[src/hdl/swft_pkg.sv]
package swft_pkg;

   localparam int WINDOW_DEPTH = 1024;
   localparam int ADDR_BITS    = $clog2(WINDOW_DEPTH);
   localparam int COUNT_BITS   = ADDR_BITS + 1;
   localparam int DELTA_BITS   = 20;
   localparam int LIMIT_BITS   = 30;
   localparam int TOTAL_BITS   = LIMIT_BITS + 1;
   localparam logic [LIMIT_BITS-1:0] LIMIT_RESET = 30'd5000000;

   // count / 100 as a multiply by a scaled reciprocal; exact for counts up to 1024.
   localparam int PCT_MULT  = 5243;
   localparam int PCT_SHIFT = 19;
   localparam int PCT_PROD  = COUNT_BITS + 13;

   typedef enum logic [3:0] {
      DP_NOP,
      DP_LOAD,
      DP_EVICT_TAKE,
      DP_SRT_RD_IDX,
      DP_IDX_INC,
      DP_SRT_RD_NEXT,
      DP_SHIFT_WR,
      DP_EVICT_DONE,
      DP_INS_START,
      DP_SRT_RD_PREV,
      DP_INS_MOVE,
      DP_INS_PUT,
      DP_RD_HEAD,
      DP_RD_PCT,
      DP_CAP_LOW,
      DP_RSP_LOAD
   } dp_op_type;

   typedef struct packed {
      dp_op_type op;
   } dp_cmd_type;

   typedef struct packed {
      logic full;
      logic match;
      logic shift_more;
      logic idx_zero;
      logic ins_less;
      logic over_limit;
      logic rsp_free;
   } dp_status_type;

   function automatic logic [ADDR_BITS-1:0] pct_index(input logic [COUNT_BITS-1:0] count);
      logic [PCT_PROD-1:0] prod;
      prod = PCT_PROD'(count) * PCT_PROD'(PCT_MULT);
      return ADDR_BITS'(prod >> PCT_SHIFT);
   endfunction

endpackage

[src/hdl/swft_controller.sv]
module swft_controller (
   input  logic                    clock,
   input  logic                    reset,
   input  logic                    req_valid,
   output logic                    req_ready,
   input  swft_pkg::dp_status_type status,
   output swft_pkg::dp_cmd_type    cmd
);

   typedef enum logic [4:0] {
      ST_IDLE,
      ST_E_RD,
      ST_E_TAKE,
      ST_SCAN_RD,
      ST_SCAN_CHK,
      ST_SH_RD,
      ST_SH_WR,
      ST_I_START,
      ST_I_RD,
      ST_I_CHK,
      ST_L_CHK,
      ST_O_RD0,
      ST_O_RD1,
      ST_O_CAP,
      ST_FIN
   } state_type;

   state_type state_ff, state_in;
   logic      ret_ins_ff, ret_ins_in;

   assign req_ready = (state_ff == ST_IDLE);

   // Next state and datapath command.
   always_comb begin
      state_in   = state_ff;
      ret_ins_in = ret_ins_ff;
      cmd.op     = swft_pkg::DP_NOP;
      unique case (state_ff)
         ST_IDLE: begin
            if (req_valid) begin
               cmd.op     = swft_pkg::DP_LOAD;
               ret_ins_in = status.full;
               state_in   = status.full ? ST_E_RD : ST_I_START;
            end
         end
         ST_E_RD:   state_in = ST_E_TAKE;
         ST_E_TAKE: begin
            cmd.op   = swft_pkg::DP_EVICT_TAKE;
            state_in = ST_SCAN_RD;
         end
         ST_SCAN_RD: begin
            cmd.op   = swft_pkg::DP_SRT_RD_IDX;
            state_in = ST_SCAN_CHK;
         end
         ST_SCAN_CHK: begin
            if (status.match) begin
               state_in = ST_SH_RD;
            end else begin
               cmd.op   = swft_pkg::DP_IDX_INC;
               state_in = ST_SCAN_RD;
            end
         end
         ST_SH_RD: begin
            if (status.shift_more) begin
               cmd.op   = swft_pkg::DP_SRT_RD_NEXT;
               state_in = ST_SH_WR;
            end else begin
               cmd.op   = swft_pkg::DP_EVICT_DONE;
               state_in = ret_ins_ff ? ST_I_START : ST_L_CHK;
            end
         end
         ST_SH_WR: begin
            cmd.op   = swft_pkg::DP_SHIFT_WR;
            state_in = ST_SH_RD;
         end
         ST_I_START: begin
            cmd.op   = swft_pkg::DP_INS_START;
            state_in = ST_I_RD;
         end
         ST_I_RD: begin
            if (status.idx_zero) begin
               cmd.op   = swft_pkg::DP_INS_PUT;
               state_in = ST_L_CHK;
            end else begin
               cmd.op   = swft_pkg::DP_SRT_RD_PREV;
               state_in = ST_I_CHK;
            end
         end
         ST_I_CHK: begin
            if (status.ins_less) begin
               cmd.op   = swft_pkg::DP_INS_MOVE;
               state_in = ST_I_RD;
            end else begin
               cmd.op   = swft_pkg::DP_INS_PUT;
               state_in = ST_L_CHK;
            end
         end
         ST_L_CHK: begin
            ret_ins_in = 1'b0;
            state_in   = status.over_limit ? ST_E_RD : ST_O_RD0;
         end
         ST_O_RD0: begin
            cmd.op   = swft_pkg::DP_RD_HEAD;
            state_in = ST_O_RD1;
         end
         ST_O_RD1: begin
            cmd.op   = swft_pkg::DP_RD_PCT;
            state_in = ST_O_CAP;
         end
         ST_O_CAP: begin
            cmd.op   = swft_pkg::DP_CAP_LOW;
            state_in = ST_FIN;
         end
         ST_FIN: begin
            if (status.rsp_free) begin
               cmd.op   = swft_pkg::DP_RSP_LOAD;
               state_in = ST_IDLE;
            end
         end
         default: state_in = ST_IDLE;
      endcase
   end

   // State register.
   always_ff @(posedge clock) begin
      if (reset) begin
         state_ff   <= ST_IDLE;
         ret_ins_ff <= 1'b0;
      end else begin
         state_ff   <= state_in;
         ret_ins_ff <= ret_ins_in;
      end
   end

endmodule

[config.mk]
export PLATFORM = sky130hd
export DESIGN_NAME = swft_controller
export DESIGN_NICKNAME = d
export VERILOG_FILES = /design/src/hdl/swft_pkg.sv /design/src/hdl/swft_controller.sv
export SDC_FILE = /design/constraint.sdc
export NUM_CORES = 1
export LEC_CHECK = 0
export BUFFER_PORTS_ARGS = -buffer_cell sky130_fd_sc_hd__buf_2
export CAP_MARGIN = 25
export CORE_AREA = 4 4 41 43
export CTS_CLUSTER_DIAMETER = 60
export CTS_CLUSTER_SIZE = 40
export DETAILED_ROUTE_END_ITERATION = 8
export DIE_AREA = 0 0 45 47
export PLACE_DENSITY = 0.72
export SYNTH_ARGS = -nofsm -noshare
export SYNTH_HDL_FRONTEND = slang
export SYNTH_SLANG_ARGS = --single-unit
[constraint.sdc]
create_clock -name clock -period 1.5 [get_ports clock]
set_input_delay 0 -clock clock [delete_from_list [all_inputs] [get_ports clock]]
set_output_delay 0 -clock clock [all_outputs]
set_load 0.02 [all_outputs]
==> metrics list, run 1 <==
- The worst register-to-register path begins at state_ff[3].
* Area of all placed cells without fillers: 781 um2
- Post-layout min period: 1.45 ns
* Combinational family with the most area after synthesis: compound AO/OA/AOI/OAI gates
- In this run the number of H-tree levels came out at 1.
- Max-slew violations: 0
- Portion of synthesized cell area occupied by the leading cell type: 17.7%
- Across the whole layout, storage elements account for 108 um2.
- Dividing the detail-routed wire length by the instance count gives 14.1 um.
* Critical-path maximum fanout: 4
- Remaining routing DRC violations: 0
- The die covers 2120 um2.
* Clock transition at the register clock pins on the worst setup and hold paths after CTS: 0.04 ns
- STA classifies the critical path endpoint as a flop.
- Setup repair after global routing could not meet its margin everywhere.
- Leakage: 0.328 nW
- Yosys mapped the design onto 37 distinct sky130hd cell types.
* Worst EP required: 1.64 ns
- Crit Path Class: flop to flop
- Synthesis produced a netlist whose cell count is 86.
* Core box area: 1300 um2
- I/O Buffers: 14
- Synthesized area divided by synthesized cell count: 6.59 um2
* Arrival time of data at the critical path endpoint: 1.59 ns
- Vias after detailed routing: between 700 and 800
- In this run the worst setup path begins at state_ff[3].
* Number of warning messages in the yosys log: 0
* Post-route setup TNS: 0 ns
* Post-synth design cell area: 567 um2
* Flip-flop and latch count after synthesis: 5
- Power density over the cells: 1290 nW/um2
* Detailed Route Iter0 Violations: 8
- Compared with the post-synthesis result, the final layout area differs by 37.7%.
* Post-detailed-route via-to-cell ratio: 5.86
* Final hold vios: 0
- Starting Density: 43.6%
- Entering global routing, the biggest net connects 17 pins.
* Worst slew margin relative to its limit: 79.9%
- Clock tree synthesis selected as its root buffer the cell clkbuf_4.
- Once layout is complete, the utilization of the core stands at 60.0%.
* Clk Latency, worst-skew pair: approximately 0.24 ns
* Die Width: roughly 45 um
* Sequential fraction of the synthesis area: 17.7%
- Across the routed clock network, the largest skew measured is slightly above 0.0008 ns.
- Antenna violations before repair: 0
- Overall track demand over capacity in global routing: 18.4%
- WHS: 0.114 ns
- Share of the clock period used by the worst path after layout: a little over nine tenths
* Fraction of the mapped netlist area in adder cells: 0%
- Layout net count: 120
- For the pin with the worst max-slew slack, the measured transition is roughly 0.3 ns.
* Fraction of synthesized area in multiplexers: 0%
- Synth Area in XOR/XNOR: 0%
- The clock passes through at most 2 buffers.
* Top area cells in the synthesized netlist: dfxtp_1 18%, o21ai_0 9.7%, nand2_1 8.6%
* Height of the chip: 47 um
* Row Count: 13
- Hold wc startpoint: status[3]
* Weighted congestion at the end of routability-driven global placement: 0.928
* CTS Buf Count: 3
- The synthesized netlist devotes 41.7% of its cell area to compound gates.
- Post-synth net total: 96
- In the final layout, the share of cells above drive strength 1 is 39.4%.
- Global-route wire length before repair: approximately 2900 um
- Number of diodes added for antenna fixing: 0
- Clk sink count: 5
* Type of origin of the critical path: flop
* Power Total: 1.01 mW
* Post-route antenna net violation count: 0
- The number of global-route vias before repair came to roughly 660.
- Max-cap violations in this run came to 0.
- VDD IR-drop max: 904 uV
- For this run, the detailed router's first-pass iteration total came to 4.
* Outcome: complete, no violations
- Overall routed net length: 1750 um
- Hold WC Path Type: primary input to flop
- Summed over all layers, the global routing overflow is 0.
* TritonCTS clock tree: yes
- Simple-gate share of the synthesized area: 31.6%
- Top-level I/O count: 15
* Commonest cells after routing, fill and taps aside: 13 x buf_2, 12 x nand2_1, 12 x buf_4, 8 x o21ai_0
- Setup violations remaining at the end of the flow were counted as 0.
- Standard cell area after detailed placement: roughly 700 um2
- Cell accounting for the most synthesized area: dfxtp_1
* Post-DP HPWL: 1280 um
- Total area of multi-input combinational cells: around 440 um2
* Number of filler cells placed in the layout: 122
- Timing would allow up to 690 MHz.
* Most common cell after layout, fill and taps aside: buf_2
layer usage:
layer	global-route usage, %	wire, um
met5	0	0
met4	5.85	14
met3	4.60	77
met2	31.4	831
met1	22.8	821
critical path, stage by stage, from the launching register on:
cell and delay, ns:
dfxtp_2 0.33, or2_1 0.25, or3_4 0.41, clkinv_4 0.06, a21oi_2 0.05, a2111oi_2 0.25
through the flow:
stage          setup WS, ns  instances
2_1_floorplan        0.0141         86
3_3_place_gp         0.0557        117
3_5_place_dp        0.00626        117
4_1_cts             0.00901        122
5_1_grt             -0.0176        124
6_report             0.0511        124
sequential cells by signal (all words and copies together) (netlist names):
signal / flops
state_ff: 4
ret_ins_ff: 1
synthesized netlist by cell type:
master and number:
or3_1 1, nand2b_1 1, o22ai_1 1, and3b_1 1, a221o_1 2, a21oi_1 5
nor3_1 2, clkinv_2 1, a32oi_1 1, nor2b_1 2, buf_2 1, inv_1 2
clkbuf_1 5, buf_1 1, a22oi_1 1, o21ai_0 11, o21ai_1 1, o21a_1 1
and3_1 1, a22o_1 2, a221oi_1 1, a211oi_1 2, nor3b_1 1, a2111oi_2 1
nand3_1 1, nand2_1 13, nor2_1 8, buf_6 1, a31oi_1 3, and4b_1 1
dfxtp_1 5, nor4bb_1 1, or3_4 1, o32a_1 1, or2_1 1, o31ai_1 1
a21oi_2 1
worst paths after layout:
path                 end  slack [ns]  cells after the start
max reg2reg   ret_ins_ff        0.05                      5
min reg2reg  state_ff[0]        0.56                      2
max           ret_ins_ff        0.05                      5
min          state_ff[0]        0.11                      4
timing repair:
item / in CTS / in global routing
endpoints found under the hold margin: 2 / 0
hold buffers: 1 / 0
resized for setup: 7 / 8
pin swaps: 0 / 1
setup endpoints to repair: 4 / 4
setup buffers: 0 / 2
kinds of logic (layout without fill, tap and decap cells):
| group | count (synthesis) | in the layout |
|---|---|---|
| AO/OA/AOI/OAI | 35 | 35 |
| AND/OR/NAND/NOR | 35 | 35 |
| buffers and inverters | 11 | 34 |
| flip-flops | 5 | 5 |
area by class of cell:
| type | count | share of cell area (%) |
|---|---|---|
| Inverter | 3 | 2.08 |
| Sequential cell | 5 | 13.8 |
| Timing Repair Buffer | 27 | 22.6 |
| Multi-Input combinational cell | 70 | 55.8 |
| Tap cell | 15 | 2.40 |
| Clock buffer | 4 | 3.37 |
report_power, final:
part | switching (mW) | internal, mW
clock network | 0.0513 | 0.100
logic | 0.324 | 0.295
registers | 0.0705 | 0.169
total | 0.445 | 0.564
Note: power is estimated with default switching activity, not from simulation.
==> inputs of run 2 (changes only) <==
- PLACE_DENSITY: 0.72 -> 0.7
- clock period: 1.5 -> 1.9 ns (I/O delays scaled with it)
==> run 2 against run 1 <==
Effect of this change:
- clock-buffer cell count is the same
- global-route usage shrank 1.5 points
- sequential share of layout area rose by 1.0 points
- non-clock buffer count is 9 lower
- clock power decreased by 18%
- total power fell by 32%
- sequential power decreased by 23%
- worst hold slack worse by 0.014 ns
- critical endpoint is now cmd[0]
==> metrics list, run 2 (synthesis results as in run 1) <==
* Total area of multi-input combinational cells: 415 um2
* Maximum clock path buffer count: 2
* Critical-path maximum fanout: 18
* Number of maximum-capacitance constraint violations: 0
- Subtracting the final worst setup slack from the clock period gives approximately 1.7 ns.
- Net Sw Power: around 0.32 mW
* Height of the chip: 47 um
- Net switching is between 40% and 50% of the power.
- Number of diodes added for antenna fixing: 0
- Setup repair after global routing left no endpoint under its margin.
- Die Width: 45 um
- VDD IR-drop max: 545 uV
- The analysis attributes to cell leakage a power of about 0.27 nW.
* Post-DP HPWL: 1180 um
- Iteration count of the initial detailed-routing pass: 4
* Arrival time of data at the critical path endpoint: approximately 1.8 ns
- Registers take 100 um2.
- For this block, the initial DRC count from the detailed router was 26.
* Buffer cell driving the clock tree root: clkbuf_4
- Synthesis-to-finish area growth: 19.2%
- After clock tree synthesis, the clock-pin slew on the worst setup and hold paths is 0.04 ns.
- Internal power: 0.372 mW
* Commonest cells after routing, fill and taps aside: 14 x buf_2, 13 x nand2_1, 11 x o21ai_0, 8 x nor2_1
- Weighted congestion at the end of routability-driven global placement: 0.933
- Measured against its own limit, the worst slew margin works out to between 60% and 70%.
* Largest register FFs: 4
- Summed over all layers, the global routing overflow is 0.
- Largest net degree at the start of global routing: 19
* Number of buffers and inverters on the critical path: 1
- Layout net count: 111
- Remaining routing DRC violations: 0
- TritonCTS clock tree: yes
- In this run the number of H-tree levels came out at 1.
- Largest incremental delay on the critical path: ~0.46 ns
- Of the total power, the clock network draws 18.1%.
* Ordered list of cells on the worst path: nor2_1, and4b_1, a221o_1, buf_2
* Type of origin of the critical path: flop
- Starting Density: 43.6%
- Post-route setup TNS: 0 ns
* Post-detailed-route via-to-cell ratio: 6.24
- Counting the buffers created by CTS gives 3.
* Worst EP required: 1.90 ns
- Power density over the cells: 1020 nW/um2
- Slowest stage cell, crit path: dfxtp_1
- The count of final hold-check violations is 0.
* Slew at the pin closest to its max-slew limit: 0.515 ns
- STA classifies the critical path endpoint as an output port.
- Antenna violations before repair: 0
* Clk sink count: 5
- Once detail routing completed, the nets flagged for antenna violations numbered 0.
- The number of max-slew violations in the final report is 0.
- Cell family contributing the most delay on the critical path: simple AND/OR/NAND/NOR gates
- During I/O placement, the number of pins put on the boundary was 15.
* Achievable frequency: ~570 MHz
* Global-route wire length before repair: approximately 2600 um
- Sequential Power Share: 26.7%
- Vias after detailed routing: 718
- Outcome: complete, no violations
- Clk Latency, worst-skew pair: about 0.24 ns
- In the final layout, the registers with the most flip-flops are state_ff (4), ret_ins_ff (1).
* Comb power frac: 55.2%
- Clock tree skew after final layout: 0.00286 ns
- I/O Buffers: 14
* Crit Path Class: flop to output port
- Cells fill 51.9% of the core in the end.
* Routed wire per std cell: ~14 um
* Die area: 2120 um2
- Via count of the first global-routing pass: 598
- Dividing the final minimum period by the clock period gives 91.9%.
- Register with the highest flop count: state_ff
* Hold WC Path Type: primary input to flop
- Across every metal layer, demand over resource in global routing totals 16.9%.
- Core box area: 1300 um2
- Most common cell after layout, fill and taps aside: buf_2
- Row Count: 13
- Number of failing setup endpoints in the final timing report: 0
* Worst path setup slack after routing: around 0.15 ns
* Number of filler cells placed in the layout: 144
- Overall routed net length: 1590 um
- In the final layout, the share of cells above drive strength 1 is around a quarter.
* Pre-CTS WS: 0.334 ns
==> run 2: cell count changes in the layout (fill, tap and decap cells not counted), moves of 2 or more <==
cell / before / now
o21ai_1: 4 / 1
o21ai_0: 8 / 11
nor2_2: 2 / 0
nor2_1: 5 / 8
buf_4: 12 / 3
dfxtp_2: 3 / 0
dfxtp_1: 1 / 5
==> run 2: power by group through the flow <==
| stage | Combinational (mW) | Clock [mW] | Sequential, mW |
|---|---|---|---|
| 2_1_floorplan | 0.329 | 0 | 0.139 |
| 3_3_place_gp | 0.374 | 0 | 0.181 |
| 3_5_place_dp | 0.374 | 0 | 0.184 |
| 4_1_cts | 0.378 | 0.128 | 0.182 |
| 5_1_grt | 0.416 | 0.133 | 0.192 |
| 6_report | 0.381 | 0.125 | 0.184 |
==> run 2: layer usage <==
metal,wire (um),GRT usage [%],part of all wire [%]
met3,122,4.98,7.7
met2,757,27.7,48
met4,0,4.09,0
met1,708,21.8,45
met5,0,0,0
==> run 2: tightest hold or removal path: stages <==
cell and delay [ns]:
buf_2 0.12, nor2_1 0.13, a2111oi_2 0.05
==> run 2: per-stage QoR <==
step                total power, mW  hold slack (ns)  std cells  instance area (um2)
floorplan                     0.468           0.0728         86                  567
global placement              0.556            0.240        110                  639
detailed placement            0.558            0.238        110                  639
CTS                           0.688           0.0955        115                  676
global route                  0.740            0.116        115                  676
finish                        0.690           0.0993        115                  676
==> run 2: worst paths after layout <==
check	startpoint	slack [ns]	cells past startpoint	end
hold reg to reg	ret_ins_ff	0.57	2	state_ff[0]
setup reg to reg	state_ff[3]	0.26	4	state_ff[3]
setup / recovery	state_ff[1]	0.15	4	cmd[0]
hold / removal	status[6]	0.1	3	ret_ins_ff
==> run 2: what timing repair did <==
item	CTS	global route
setup buffers	0	0
hold endpoints to repair	2	0
hold buffers	1	0
gates resized for setup	0	0
==> run 2: area by class of cell <==
type	instances	area share (%)
timing repair buffer	18	15.2
tap	15	2.78
inverter	3	1.85
clock buffer	4	3.89
sequential	5	14.8
multi-input combinational	70	61.5
